==> src/rtl/rrf_pkg.sv <==
// Shared constants and types for the RGB rainbow fade PWM block.
`timescale 1ns / 1ps

package rrf_pkg;

  // Level, counter and config widths
  localparam int LEVEL_WIDTH = 16;
  localparam int CFG_WIDTH   = 16;
  localparam int CFG_IDX_W   = 1;
  localparam int PHASE_W     = 3;

  localparam logic [LEVEL_WIDTH-1:0] LEVEL_MAX = '1;

  // Config register indexes
  localparam logic [CFG_IDX_W-1:0] CFG_FULL_LEVEL = 1'b0;
  localparam logic [CFG_IDX_W-1:0] CFG_STEP_SIZE  = 1'b1;

  // Config reset values
  localparam logic [CFG_WIDTH-1:0] FULL_LEVEL_RESET = 16'd255;
  localparam logic [CFG_WIDTH-1:0] STEP_SIZE_RESET  = 16'd1;

  // Red starts at the reset top level, masked to the level width
  localparam logic [LEVEL_WIDTH-1:0] RED_LEVEL_RESET = LEVEL_WIDTH'(FULL_LEVEL_RESET);

  // Fade phase codes
  localparam logic [PHASE_W-1:0] PH_RED_YEL  = 3'd0;  // green up
  localparam logic [PHASE_W-1:0] PH_YEL_GRN  = 3'd1;  // red down
  localparam logic [PHASE_W-1:0] PH_GRN_CYN  = 3'd2;  // blue up
  localparam logic [PHASE_W-1:0] PH_CYN_BLU  = 3'd3;  // green down
  localparam logic [PHASE_W-1:0] PH_BLU_VIO  = 3'd4;  // red up
  localparam logic [PHASE_W-1:0] PH_VIO_RED  = 3'd5;  // blue down

  // One result item
  typedef struct packed {
    logic               red_off;
    logic               green_off;
    logic               blue_off;
    logic [PHASE_W-1:0] fade_phase;
  } rrf_result_t;

endpackage

==> src/rtl/rrf_fade_core.sv <==
// PWM slot counter, channel levels, fade sequencer and config registers.
`timescale 1ns / 1ps

module rrf_fade_core
  import rrf_pkg::*;
(
  input  logic                 clk_i,
  input  logic                 rst_ni,
  input  logic                 cfg_we_i,
  input  logic [CFG_IDX_W-1:0] cfg_idx_i,
  input  logic [CFG_WIDTH-1:0] cfg_data_i,
  input  logic                 item_acc_i,
  input  logic                 tick_i,
  output rrf_result_t          result_o
);

  localparam int SUM_W = CFG_WIDTH + 1;

  logic [CFG_WIDTH-1:0]   full_level_q, step_size_q;
  logic [LEVEL_WIDTH-1:0] red_q, green_q, blue_q, slot_q;
  logic [LEVEL_WIDTH-1:0] red_d, green_d, blue_d, slot_d;
  logic [PHASE_W-1:0]     phase_q, phase_d;
  logic [2:0]             drive_q, drive_d;

  logic [LEVEL_WIDTH-1:0] top_lvl, sel_lvl, up_val, dn_val, new_lvl;
  logic [SUM_W-1:0]       up_sum;
  logic                   up_hit, dn_zero, ramp_up, ramp_hit, wrap;

  // Clamp the top to what the level width holds
  assign top_lvl = (full_level_q > CFG_WIDTH'(LEVEL_MAX)) ? LEVEL_MAX
                                                          : full_level_q[LEVEL_WIDTH-1:0];
  assign wrap    = slot_q >= top_lvl;

  // Level ramped in this phase
  always_comb begin
    sel_lvl = '0;
    ramp_up = 1'b0;
    case (phase_q)
      PH_RED_YEL: begin sel_lvl = green_q; ramp_up = 1'b1; end
      PH_YEL_GRN: begin sel_lvl = red_q;                   end
      PH_GRN_CYN: begin sel_lvl = blue_q;  ramp_up = 1'b1; end
      PH_CYN_BLU: begin sel_lvl = green_q;                 end
      PH_BLU_VIO: begin sel_lvl = red_q;   ramp_up = 1'b1; end
      PH_VIO_RED: begin sel_lvl = blue_q;                  end
      default:    begin sel_lvl = '0;                      end
    endcase
  end

  // Saturating ramp up and down
  assign up_sum  = SUM_W'(sel_lvl) + SUM_W'(step_size_q);
  assign up_hit  = up_sum >= SUM_W'(top_lvl);
  assign up_val  = up_hit ? top_lvl : up_sum[LEVEL_WIDTH-1:0];
  assign dn_zero = CFG_WIDTH'(sel_lvl) <= step_size_q;
  assign dn_val  = dn_zero ? '0 : (sel_lvl - step_size_q[LEVEL_WIDTH-1:0]);
  assign new_lvl  = ramp_up ? up_val : dn_val;
  assign ramp_hit = ramp_up ? up_hit : dn_zero;

  always_comb begin
    red_d   = red_q;
    green_d = green_q;
    blue_d  = blue_q;
    slot_d  = slot_q;
    phase_d = phase_q;
    drive_d = drive_q;
    if (item_acc_i && tick_i) begin
      drive_d = {slot_q >= blue_q, slot_q >= green_q, slot_q >= red_q};
      if (wrap) begin
        case (phase_q)
          PH_RED_YEL, PH_CYN_BLU: green_d = new_lvl;
          PH_YEL_GRN, PH_BLU_VIO: red_d   = new_lvl;
          PH_GRN_CYN, PH_VIO_RED: blue_d  = new_lvl;
          default:                phase_d = PH_RED_YEL;
        endcase
        if (ramp_hit && (phase_q <= PH_VIO_RED)) begin
          phase_d = (phase_q == PH_VIO_RED) ? PH_RED_YEL : phase_q + PHASE_W'(1);
        end
        slot_d = LEVEL_WIDTH'(1);
      end else begin
        slot_d = slot_q + LEVEL_WIDTH'(1);
      end
    end
  end

  always_ff @(posedge clk_i or negedge rst_ni) begin
    if (!rst_ni) begin
      full_level_q <= FULL_LEVEL_RESET;
      step_size_q  <= STEP_SIZE_RESET;
    end else if (cfg_we_i) begin
      case (cfg_idx_i)
        CFG_FULL_LEVEL: full_level_q <= cfg_data_i;
        CFG_STEP_SIZE:  step_size_q  <= cfg_data_i;
        default:        ;
      endcase
    end
  end

  always_ff @(posedge clk_i or negedge rst_ni) begin
    if (!rst_ni) begin
      red_q   <= RED_LEVEL_RESET;
      green_q <= '0;
      blue_q  <= '0;
      slot_q  <= '0;
      phase_q <= PH_RED_YEL;
      drive_q <= '0;
    end else begin
      red_q   <= red_d;
      green_q <= green_d;
      blue_q  <= blue_d;
      slot_q  <= slot_d;
      phase_q <= phase_d;
      drive_q <= drive_d;
    end
  end

  assign result_o.red_off    = drive_d[0];
  assign result_o.green_off  = drive_d[1];
  assign result_o.blue_off   = drive_d[2];
  assign result_o.fade_phase = phase_d;

  // Phase only moves on a counter wrap
  a_phase_on_wrap: assert property (@(posedge clk_i) disable iff (!rst_ni)
    (item_acc_i && tick_i && !wrap) |=> $stable(phase_q))
    else $error("phase changed without a counter wrap");

  // Idle items leave the counter alone
  a_idle_hold: assert property (@(posedge clk_i) disable iff (!rst_ni)
    (item_acc_i && !tick_i) |=> ($stable(slot_q) && $stable(drive_q)))
    else $error("idle item changed counter or drive bits");

  // Only the six fade phases ever occur
  a_phase_legal: assert property (@(posedge clk_i) disable iff (!rst_ni)
    phase_q <= PH_VIO_RED)
    else $error("phase left the six-phase wheel");

endmodule

==> src/rtl/rrf_out_buf.sv <==
// Output register with a skid stage for the result channel.
`timescale 1ns / 1ps

module rrf_out_buf
  import rrf_pkg::*;
(
  input  logic        clk_i,
  input  logic        rst_ni,
  input  logic        push_i,
  input  rrf_result_t push_data_i,
  output logic        full_o,
  output logic        out_valid_o,
  input  logic        out_stall_i,
  output rrf_result_t out_data_o
);

  logic        out_valid_q, out_valid_d, skid_valid_q, skid_valid_d;
  rrf_result_t out_data_q, out_data_d, skid_data_q, skid_data_d;
  logic        slot_free;

  assign slot_free = !out_valid_q || !out_stall_i;

  always_comb begin
    out_valid_d  = out_valid_q;
    skid_valid_d = skid_valid_q;
    out_data_d   = out_data_q;
    skid_data_d  = skid_data_q;
    if (slot_free) begin
      if (skid_valid_q) begin
        out_data_d   = skid_data_q;
        out_valid_d  = 1'b1;
        skid_valid_d = 1'b0;
      end else if (push_i) begin
        out_data_d   = push_data_i;
        out_valid_d  = 1'b1;
      end else begin
        out_valid_d  = 1'b0;
      end
    end else if (push_i) begin
      skid_data_d  = push_data_i;
      skid_valid_d = 1'b1;
    end
  end

  always_ff @(posedge clk_i or negedge rst_ni) begin
    if (!rst_ni) begin
      out_valid_q  <= 1'b0;
      skid_valid_q <= 1'b0;
    end else begin
      out_valid_q  <= out_valid_d;
      skid_valid_q <= skid_valid_d;
    end
  end

  always_ff @(posedge clk_i) begin
    out_data_q  <= out_data_d;
    skid_data_q <= skid_data_d;
  end

  assign full_o      = skid_valid_q;
  assign out_valid_o = out_valid_q;
  assign out_data_o  = out_data_q;

  a_skid_behind_out: assert property (@(posedge clk_i) disable iff (!rst_ni)
    skid_valid_q |-> out_valid_q)
    else $error("skid holds an item while output is empty");

  a_push_to_skid: assert property (@(posedge clk_i) disable iff (!rst_ni)
    (push_i && out_valid_q && out_stall_i) |=> skid_valid_q)
    else $error("item pushed under stall was not parked");

  a_skid_drain: assert property (@(posedge clk_i) disable iff (!rst_ni)
    (skid_valid_q && !out_stall_i) |=> (out_valid_q && !skid_valid_q))
    else $error("skid item not moved to output");

endmodule

==> src/rtl/rgb_rainbow_fade_pwm.sv <==
// Top level of the RGB rainbow fade PWM block.
`timescale 1ns / 1ps

// Three-channel software-style PWM for an RGB LED with a six-phase rainbow fade.
// Input channel: in_valid_i / in_stall_o carry one tick_i item. tick_i = 1
//   advances the PWM slot counter by one slot; tick_i = 0 changes nothing but
//   still yields a result repeating the held drive bits and phase.
// Output channel: out_valid_o / out_stall_i carry one result per input item:
//   red_off_o, green_off_o, blue_off_o (active low, 1 = dark) and fade_phase_o.
// Config: cfg_we_i writes cfg_data_i to full_level (index 0) or step_size
//   (index 1). Write only while no item is in flight.
// Results are registered in the output register, or in the skid stage while
//   the output stalls. Throughput: one item per cycle while in_stall_o is low.
// Stall: results wait in an output register plus a one-item skid stage, so an
//   item is still taken while one result waits; in_stall_o rises only once the
//   skid stage holds an item, and drops the cycle after the receiver takes one.
// Reset (rst_ni low, async): full_level 255, step_size 1, red level at top,
//   green and blue at zero, phase 0, counter 0, drive bits all lit, both
//   result slots empty.
module rgb_rainbow_fade_pwm
  import rrf_pkg::*;
(
  input  logic                 clk_i,
  input  logic                 rst_ni,
  input  logic                 cfg_we_i,
  input  logic [CFG_IDX_W-1:0] cfg_idx_i,
  input  logic [CFG_WIDTH-1:0] cfg_data_i,
  input  logic                 in_valid_i,
  output logic                 in_stall_o,
  input  logic                 tick_i,
  output logic                 out_valid_o,
  input  logic                 out_stall_i,
  output logic                 red_off_o,
  output logic                 green_off_o,
  output logic                 blue_off_o,
  output logic [PHASE_W-1:0]   fade_phase_o
);

  logic        item_acc, buf_full;
  rrf_result_t result, out_data;

  // Stall depends only on the skid register, never on in_valid_i
  assign in_stall_o = buf_full;
  assign item_acc   = in_valid_i && !buf_full;

  rrf_fade_core u_core (
    .clk_i      (clk_i),
    .rst_ni     (rst_ni),
    .cfg_we_i   (cfg_we_i),
    .cfg_idx_i  (cfg_idx_i),
    .cfg_data_i (cfg_data_i),
    .item_acc_i (item_acc),
    .tick_i     (tick_i),
    .result_o   (result)
  );

  rrf_out_buf u_out_buf (
    .clk_i       (clk_i),
    .rst_ni      (rst_ni),
    .push_i      (item_acc),
    .push_data_i (result),
    .full_o      (buf_full),
    .out_valid_o (out_valid_o),
    .out_stall_i (out_stall_i),
    .out_data_o  (out_data)
  );

  assign red_off_o    = out_data.red_off;
  assign green_off_o  = out_data.green_off;
  assign blue_off_o   = out_data.blue_off;
  assign fade_phase_o = out_data.fade_phase;

endmodule

==> config.mk <==
export PLATFORM = sky130hd
export DESIGN_NAME = rgb_rainbow_fade_pwm
export DESIGN_NICKNAME = d
export VERILOG_FILES = /design/src/rtl/rrf_pkg.sv /design/src/rtl/rrf_fade_core.sv /design/src/rtl/rrf_out_buf.sv /design/src/rtl/rgb_rainbow_fade_pwm.sv
export SDC_FILE = /design/constraint.sdc
export NUM_CORES = 1
export LEC_CHECK = 0
export BUFFER_PORTS_ARGS = -buffer_cell sky130_fd_sc_hd__buf_2
export CAP_MARGIN = 15
export CORE_ASPECT_RATIO = 1.1
export CORE_MARGIN = 5
export CORE_UTILIZATION = 43
export DETAILED_ROUTE_END_ITERATION = 12
export HOLD_SLACK_MARGIN = 0.15
export SKIP_LAST_GASP = 1
export SLEW_MARGIN = 25
export SYNTH_ARGS = -nofsm -noshare
export SYNTH_HDL_FRONTEND = slang
export SYNTH_SLANG_ARGS = --single-unit
==> constraint.sdc <==
create_clock -name clk_i -period 17.59 [get_ports clk_i]
set_input_delay 0.8795 -clock clk_i [delete_from_list [all_inputs] [get_ports clk_i]]
set_output_delay 0.8795 -clock clk_i [all_outputs]
set_load 0.03 [all_outputs]
-- Yosys cells after proc, flatten, opt, wreduce, memory -nomap -nowiden
Index checks and enable logic that the tools add are counted.
- $add $sub $neg: 4
- magnitude comparators: 8
- eq/ne operators: 5
- multiplexer cells: 20
- bitwise operators: 2
- reduce and logical (&&, ||, !) cells: 22
- operators with widths (operator ; count):
    $mux W16 ; 5
    $ge A16 B16 Y1 ; 4
    $pmux W16 S3 ; 1
    $mux W3 ; 6
    $add A16 B16 Y17 ; 1
    $ge A17 B16 Y1 ; 1
    $add A16 B1 Y16 const B ; 1
    $gt A16 B16 Y1 const B ; 1
    $le A16 B16 Y1 ; 1
    $sub A16 B16 Y16 ; 1
    $mux W6 ; 2
    $reduce_and A3 Y1 ; 3
    $reduce_and A2 Y1 ; 4
    $eq A3 B2 Y1 const B ; 2
    $eq A3 B3 Y1 const B ; 2
    $mux W1 ; 6
    $reduce_or A2 Y1 ; 3
    $reduce_or A6 Y1 ; 1
    $reduce_bool A2 Y1 ; 2
    $add A3 B1 Y3 const B ; 1
    $eq A3 B1 Y1 const B ; 1
    $le A3 B3 Y1 const B ; 1
    $logic_and A1 B1 Y1 ; 3
    $logic_not A1 Y1 ; 3
    other kinds (4) ; 5
- register bits after elaboration: 116
- output and inout port bits: 8

-- Depth between registers and ports, before layout
Gate-level depths: netlist of the first run.
- depth in word-level cells: 12
- depth in mapped cells: 27
- depth with buffers taken out: 24

-- By module
Synthesis of the first run repeated with hierarchy kept, for this count alone.
- cell total of the unflattened synthesis: 949
- area, all modules: 8725.9 um^2
- modules (own cells, without submodules) (module ; times used ; cells each ; area an instance (um^2)):
    rrf_fade_core ; 1 ; 923 ; 8166.6
    rrf_out_buf ; 1 ; 25 ; 545.5
    rgb_rainbow_fade_pwm ; 1 ; 1 ; 13.8

-- Worst setup path after synthesis of the first run
No wires, ideal clock.
- path kind: flip-flop to flip-flop
- start: register u_core.phase_q[0]
- end: register u_out_buf.out_data_q (netlist bit u_out_buf.out_data_o[0]), data pin
- arrival: 5338 ps
- path slack: 11992 ps
- cell stages (with the launch flop): 28
- path buffers: 5
- clock period less this slack: 5598 ps
- path through: dfrtp_1 buf_2 and2_1 ha_1 or2_2 clkbuf_1 clkbuf_1 a222oi_1 inv_1 ha_1 clkbuf_1 nor3b_1 nor3_1 a32o_1 a31oi_1 nor2_1 xor2_1 ha_1 and3_1 o21ai_0 o21ai_0 o41ai_1 a221o_1 o2111a_1 buf_4 nor2_1 a22o_1 mux2_2
- RTL lines (what ; RTL line ; text):
    from (decl) ; rrf_fade_core.sv:22 ; logic [PHASE_W-1:0] phase_q, phase_d;
    from (signal assigned) ; rrf_fade_core.sv:110 ; phase_q <= phase_d;
    to (signal assigned) ; rrf_out_buf.sv:56 ; out_data_q <= out_data_d;
    to (decl) ; rrf_out_buf.sv:18 ; rrf_result_t out_data_q, out_data_d, skid_data_q, skid_data_d;

==> flow_summary_export.csv, run 1 <==
group,metric,value,unit
run_status,status,"finished, final reports clean",
placed_design,place.gp.congestion,0.879,
critical_path,cp-start-kind,"flop",
sta,fin_tns_setup,0,ps
synthesis,ys_types,68,
critical_path,crit_required,17760,ps
layout,syn_to_final_growth,11.3,%
route,drc_errors,0,
pwr,worst_ir_drop_vdd,0.0000744,V
sta,worst_pin_slew,946,ps
run,max-cap-violations,0,
synthesis,syn_area,8700,um^2
grt,grt_max_degree,85,
route,routed_wl,22.2,mm
placed_design,numPortBuffers,30,
critical_path,crit_path_top_delay_cell,"o2111a_1",
sta,slew_headroom,36.9,%
synthesis,ys.flop_type,"dfrtp_1",
clocking,clock_path_buffers,2,
floorplanning,core_area,19900,um^2
route,dr_total_vias,6848,
route,via_per_inst,5.65,
synthesis,synth.top_cell.area_share,25.0,%
clocking,ctsHoldBuffers,0,
sta,setup_viol,0,
synthesis,ys_seq_area_share,34.3,%
critical_path,cp_slowest_stage_delay,810,ps
layout,seqCellArea,2980,um^2
layout,fillers,1970,
floorplanning,io_pins,31,
min_path,hold_path.class,"input pin to asynchronous set/reset pin",
grt,antenna_found_initial,0,
placed_design,place_area,9050,um^2
route,dr.first_iter.drc_count,490,
critical_path,critPathArrivalTime,7120,ps
route,top_layer,"met4",
critical_path,path_cells,"and2_1 > ha_1 > or2_2 > a222oi_1 > inv_1 > ha_1 > nor3b_1 > nor3_1 > a32o_1 > a31oi_1 > nor2_1 > xor2_1 > ha_1 > and3_1 > o21ai_0 > o21ai_0 > o41ai_1 > a221o_1 > o2111a_1 > nor2_1 > a22o_1 > mux2_2",
clocking,clkTransAtPathRegs,60,ps
synthesis,synth-edff-count,12,
synthesis,syn_area_per_cell,9.34,um^2
synthesis,synthMostInstantiatedCell,"ha_1",
floorplanning,die_x,146,um
synthesis,synth_area_leaders,"dfrtp_1 (25%), ha_1 (16%), mux2_2 (7.5%), dfstp_2 (5.1%), inv_1 (4.8%)",
clocking,cts.repair.resized,0,
sta,rsz0062_at_grt,"false",
route,wl_met2,10.2,mm
route,drt_pass1_iterations,6,
clocking,tritoncts,"done",
synthesis,yosysWarnings,0,
synthesis,synth_nets,1068,
critical_path,cpMostUsedCell,"ha_1",
floorplanning,dieArea,23200,um^2
placed_design,hpwl,17.2,mm
grt,grtUsageTotal,19.6,%
layout,multiInputGateArea,5160,um^2
clocking,cts.sinks,116,
critical_path,crit_family,"compound AO/OA/AOI/OAI gates",
sta,final-hold-violation-count,0,
route,routed-wl-met3,938,um
clocking,cts_setup_buffers,0,
grt,grt_overflow,0,
synthesis,synthArstFlopShare,89.7,%
sta,final.period_utilization,39.5,%
critical_path,end_kind,"flop",
synthesis,synth_area_leader_cell,"dfrtp_1",
clocking,clkLatencyLatePin,430,ps
critical_path,worst-setup-path-type,"flop to flop",
layout,n_antenna_cell,0,
pwr,cellLeakagePower,4.50,nW
synthesis,ys_ff_latch,116,
layout,stdcell_area,9680,um^2
route,wl_met1,10.9,mm
clocking,cts_buffers,17,
critical_path,worst-path-max-fanout,21,
floorplanning,fp.dieH,159,um
floorplanning,initial_core_util,43.8,%
clocking,clk_root_buffer_cell,"clkbuf_16",
grt,grt_pass1_wl,36.7,mm
grt,grt_pass1_vias,6738,
layout,final_nets,1084,
pwr,powerDensity,100,nW/um^2
sta,finalClockSkew,12.4,ps
synthesis,synth_commonest_cells,"ha_1 (112), inv_1 (111), dfrtp_1 (87)",
sta,post-route-min-period,6950,ps
synthesis,synthCells,931,
clocking,h-tree-depth,4,
sta,fmax,144,MHz
sta,slew_violations,0,
route,ant_nets,0,
layout,drive_above_1_share,16.0,%
critical_path,timing.critical_path.buf_inv,1,
floorplanning,row_count,54,
route,detail_route.wl_per_cell,18.3,um
## state kept, by name, summed over array words and instances, names as in the netlist
signal and flops:
u_core.phase_q 3, u_core.step_size_q 16, u_core.blue_q 16, u_core.red_q 16, u_out_buf.out_data_o 6, u_core.slot_q 16, u_core.full_level_q 16, u_out_buf.full_o 1
u_core.green_q 16, u_out_buf.skid_data_q 6, u_core.drive_q 3, u_out_buf.out_valid_o 1
## cell usage in the layout, fill, tap and decap left out, types with 9 or more instances in the layout
cell type	n
dfstp_2	17
nor2_1	67
edfxtp_1	12
xor2_1	17
nor2b_1	10
o21ai_0	53
nand2_1	50
nor3_1	9
a222oi_1	15
dfrtp_1	87
ha_1	112
a21o_1	15
mux2i_1	10
mux2_2	58
nand2b_1	15
nand3_1	19
xnor2_1	19
a31oi_1	11
and3_1	11
inv_1	111
a21oi_1	48
o21a_1	9
buf_2	29
o32ai_1	9
clkbuf_16	18
## cell type report
class                           count  share of cell area (%)
Sequential cell                   116                    30.8
Tap cell                          252                    3.26
Inverter                          111                    4.30
Multi-Input combinational cell    668                    53.3
Timing Repair Buffer               33                    1.85
Clock buffer                       22                    4.91
Clock inverter                     10                    1.58
## kinds of logic after synthesis
logic type	count (synthesis)	synth area share, %
fa+ha+maj	115	16.7
mux	68	8.66
compound gates	227	17.7
xor+xnor	36	3.62
simple gates	222	12.4
buf+inv	147	6.56
flops	116	34.3
## path summary, 6_finish.rpt
check,start,end,slack (ps),depth (start not counted)
max,u_core.phase_q[0]$_DFF_PN0_,u_out_buf.out_data_o[0]$_DFFE_PP_,10650,22
max in group asynchronous,rst_ni,u_core.slot_q[9]$_DFFE_PN0P_,16190,2
max reg2reg,u_core.phase_q[0]$_DFF_PN0_,u_out_buf.out_data_o[0]$_DFFE_PP_,10650,22
min reg2reg,u_core.red_q[1]$_DFFE_PN1P_,u_core.red_q[1]$_DFFE_PN1P_,510,2
min in group clk_i,u_core.red_q[1]$_DFFE_PN1P_,u_core.red_q[1]$_DFFE_PN1P_,510,2
min,rst_ni,u_core.step_size_q[2]$_DFFE_PN0P_,330,1
## power by group
| group | switching, W | total, W | internal [W] |
|---|---|---|---|
| clock network | 0.000127 | 0.000375 | 0.000248 |
| logic | 0.000166 | 0.000272 | 0.000106 |
| registers | 0.0000247 | 0.000325 | 0.000300 |
| total | 0.000317 | 0.000972 | 0.000654 |
## stage by stage
stage                     instances  hold slack [ps]  setup slack [ps]  power [W]  util [%]
final                          1212              331             10650   0.000972      48.7
after global routing           1212              344             10080    0.00103      48.7
after CTS                      1212              330             10710   0.000979      48.7
after detailed placement       1180              508             10720   0.000600      45.6
after global placement         1180              510             10880   0.000594      45.5
after floorplan                 931              488             11990   0.000522         -
## routing by layer
| metal | up-vias | track usage [%] |
|---|---|---|
| li1 | 3362 | - |
| met1 | 3286 | 28.4 |
| met2 | 180 | 30.4 |
| met3 | 20 | 3.22 |
| met4 | 0 | 5.05 |
| met5 | - | 0 |
Power figures use the tool's default switching activity.
==> run 2: changes to the inputs <==
Clock period 17.59 ns to 7.07 ns, I/O delays scaled along.
==> flow_summary_export.csv, run 2 (synthesis results as in run 1) <==
group,metric,value,unit
clocking,clkTransAtPathRegs,60,ps
layout,most-common-layout-cells,"ha_1 (112), inv_1 (111), dfrtp_1 (87)",
pwr,swShare,31.6,%
sta,fin_tns_setup,0,ps
layout,n_antenna_cell,0,
run,max-cap-violations,0,
layout,drive_above_1_share,16.4,%
route,routed_wl,22.2,mm
sta,slew_violations,0,
route,drc_errors,0,
layout,final_common_cell,"ha_1",
clocking,clock_path_buffers,2,
layout,fin_cells,1224,
placed_design,numPortBuffers,30,
min_path,hold_path.class,"input pin to flop",
critical_path,end_kind,"flop",
floorplanning,row_count,54,
placed_design,hpwl,17.4,mm
floorplanning,fp.dieH,159,um
floorplanning,die_x,146,um
critical_path,crit_path_top_delay_cell,"dfrtp_1",
layout,post-route-util,49.5,%
clocking,clkLatencyLatePin,420,ps
clocking,cts_buffers,17,
sta,final.period_utilization,92.6,%
pwr,worst_ir_drop_vdd,0.000179,V
pwr,clock_power_share,39.9,%
clocking,h-tree-depth,4,
critical_path,cp-start-kind,"flop",
placed_design,pre_cts_ws,438,ps
critical_path,critPathArrivalTime,6910,ps
placed_design,place.gp.congestion,0.861,
clocking,cts.sinks,116,
sta,worst_pin_slew,993,ps
placed_design,place_inst,1184,
critical_path,cpMostUsedCell,"ha_1",
pwr,total_power,0.00248,W
sta,fmax,153,MHz
route,dr.first_iter.drc_count,538,
pwr,power_frac_seq,32.7,%
floorplanning,io_pins,31,
sta,layout_setup_ws,525,ps
sta,rsz0062_at_grt,"false",
critical_path,cp_slowest_stage_delay,500,ps
grt,grt_pass1_wl,36.0,mm
pwr,powerDensity,252,nW/um^2
floorplanning,core_area,19900,um^2
clocking,cts.repair.resized,0,
critical_path,crit_family,"compound AO/OA/AOI/OAI gates",
sta,setup_viol,0,
clocking,tritoncts,"done",
critical_path,crit_required,7430,ps
floorplanning,initial_core_util,43.8,%
route,detail_route.wl_per_cell,18.1,um
critical_path,worst-setup-path-type,"flop to flop",
layout,fillers,1899,
sta,finalClockSkew,5.49,ps
route,drt_pass1_iterations,6,
route,ant_nets,0,
layout,multiInputGateArea,5160,um^2
layout,seqCellArea,2980,um^2
critical_path,worst-path-max-fanout,16,
route,dr_total_vias,6844,
sta,post-route-min-period,6540,ps
grt,grt_max_degree,81,
sta,final-hold-violation-count,0,
run_status,status,"finished, final reports clean",
grt,antenna_found_initial,0,
route,via_per_inst,5.59,
sta,slew_headroom,33.8,%
pwr,pwr-share-comb,27.5,%
critical_path,path_cells,"and2_1 > ha_1 > or2_2 > a222oi_1 > inv_1 > ha_1 > nor3b_1 > nor3_1 > a32o_1 > a31oi_1 > nor2_1 > xor2_1 > ha_1 > and3_1 > o21ai_0 > o21ai_0 > o41ai_1 > a221o_1 > o2111a_1 > buf_4 > buf_4 > nor2_1 > o32ai_1 > mux2_2",
clocking,clk_root_buffer_cell,"clkbuf_16",
layout,syn_to_final_growth,12.9,%
grt,grt_overflow,0,
critical_path,timing.critical_path.buf_inv,3,
pwr,intPower,0.00169,W
pwr,cellLeakagePower,4.57,nW
pwr,power.switching,0.000782,W
floorplanning,dieArea,23200,um^2
grt,grtUsageTotal,19.2,%
grt,grt_pass1_vias,6719,
layout,final_nets,1096,
-- run 2: metrics by stage --
step | cell area, um^2 | hold WS (ps)
final | 9830 | 154
after global routing | 9830 | 165
after CTS | 9800 | 151
after detailed placement | 9080 | 281
after global placement | 9070 | 282
after floorplan | 8700 | 57.9
-- run 2: power by group through the flow --
stage	clock (W)	sequential [W]	combinational, W
after CTS	0.000999	0.000809	0.000685
final	0.000987	0.000809	0.000680
after floorplan	0	0.000809	0.000489
after global placement	0	0.000818	0.000664
after detailed placement	0	0.000819	0.000680
after global routing	0.00102	0.000820	0.000766
-- run 2: area by class of cell --
type                            instances  share of cell area, %
Timing Repair Buffer                   45                   2.87
Tap cell                              252                   3.21
Sequential cell                       116                   30.4
Clock inverter                          8                   1.69
Clock buffer                           24                   5.13
Inverter                              111                   4.24
Multi-Input combinational cell        668                   52.5
-- run 2: layer usage --
metal	track usage [%]	routed length (um)	vias to the layer above
met2	30.8	10200	173
met3	3.05	1000	22
met1	26.8	10600	3263
met5	0	0	-
met4	5.56	346	0
li1	-	-	3386
-- run 2: tightest hold or removal path, stage by stage --
cell     delay, ps
buf_2          110
nand2_1         40
o21ai_0         60
-- run 2: repair_timing --
action | in CTS | in global routing
hold buffers | 5 | 0
endpoints found under the hold margin | 28 | 0
buffers inserted | 0 | 3
setup endpoints to repair | 0 | 31
-- run 2: worst paths after layout --
kind                                              from                                  to  slack, ps  cells past startpoint
hold reg to reg            u_core.red_q[1]$_DFFE_PN1P_         u_core.red_q[1]$_DFFE_PN1P_        520                      2
setup reg to reg           u_core.phase_q[0]$_DFF_PN0_        u_core.blue_q[5]$_DFFE_PN0P_        530                     24
hold / removal                           cfg_data_i[3]  u_core.full_level_q[3]$_DFFE_PN1P_        150                      3
min in group asynchronous                       rst_ni   u_core.step_size_q[2]$_DFFE_PN0P_        370                      2
setup / recovery           u_core.phase_q[0]$_DFF_PN0_        u_core.blue_q[5]$_DFFE_PN0P_        530                     24
max in group asynchronous                       rst_ni       u_core.green_q[9]$_DFFE_PN0P_       5670                      3
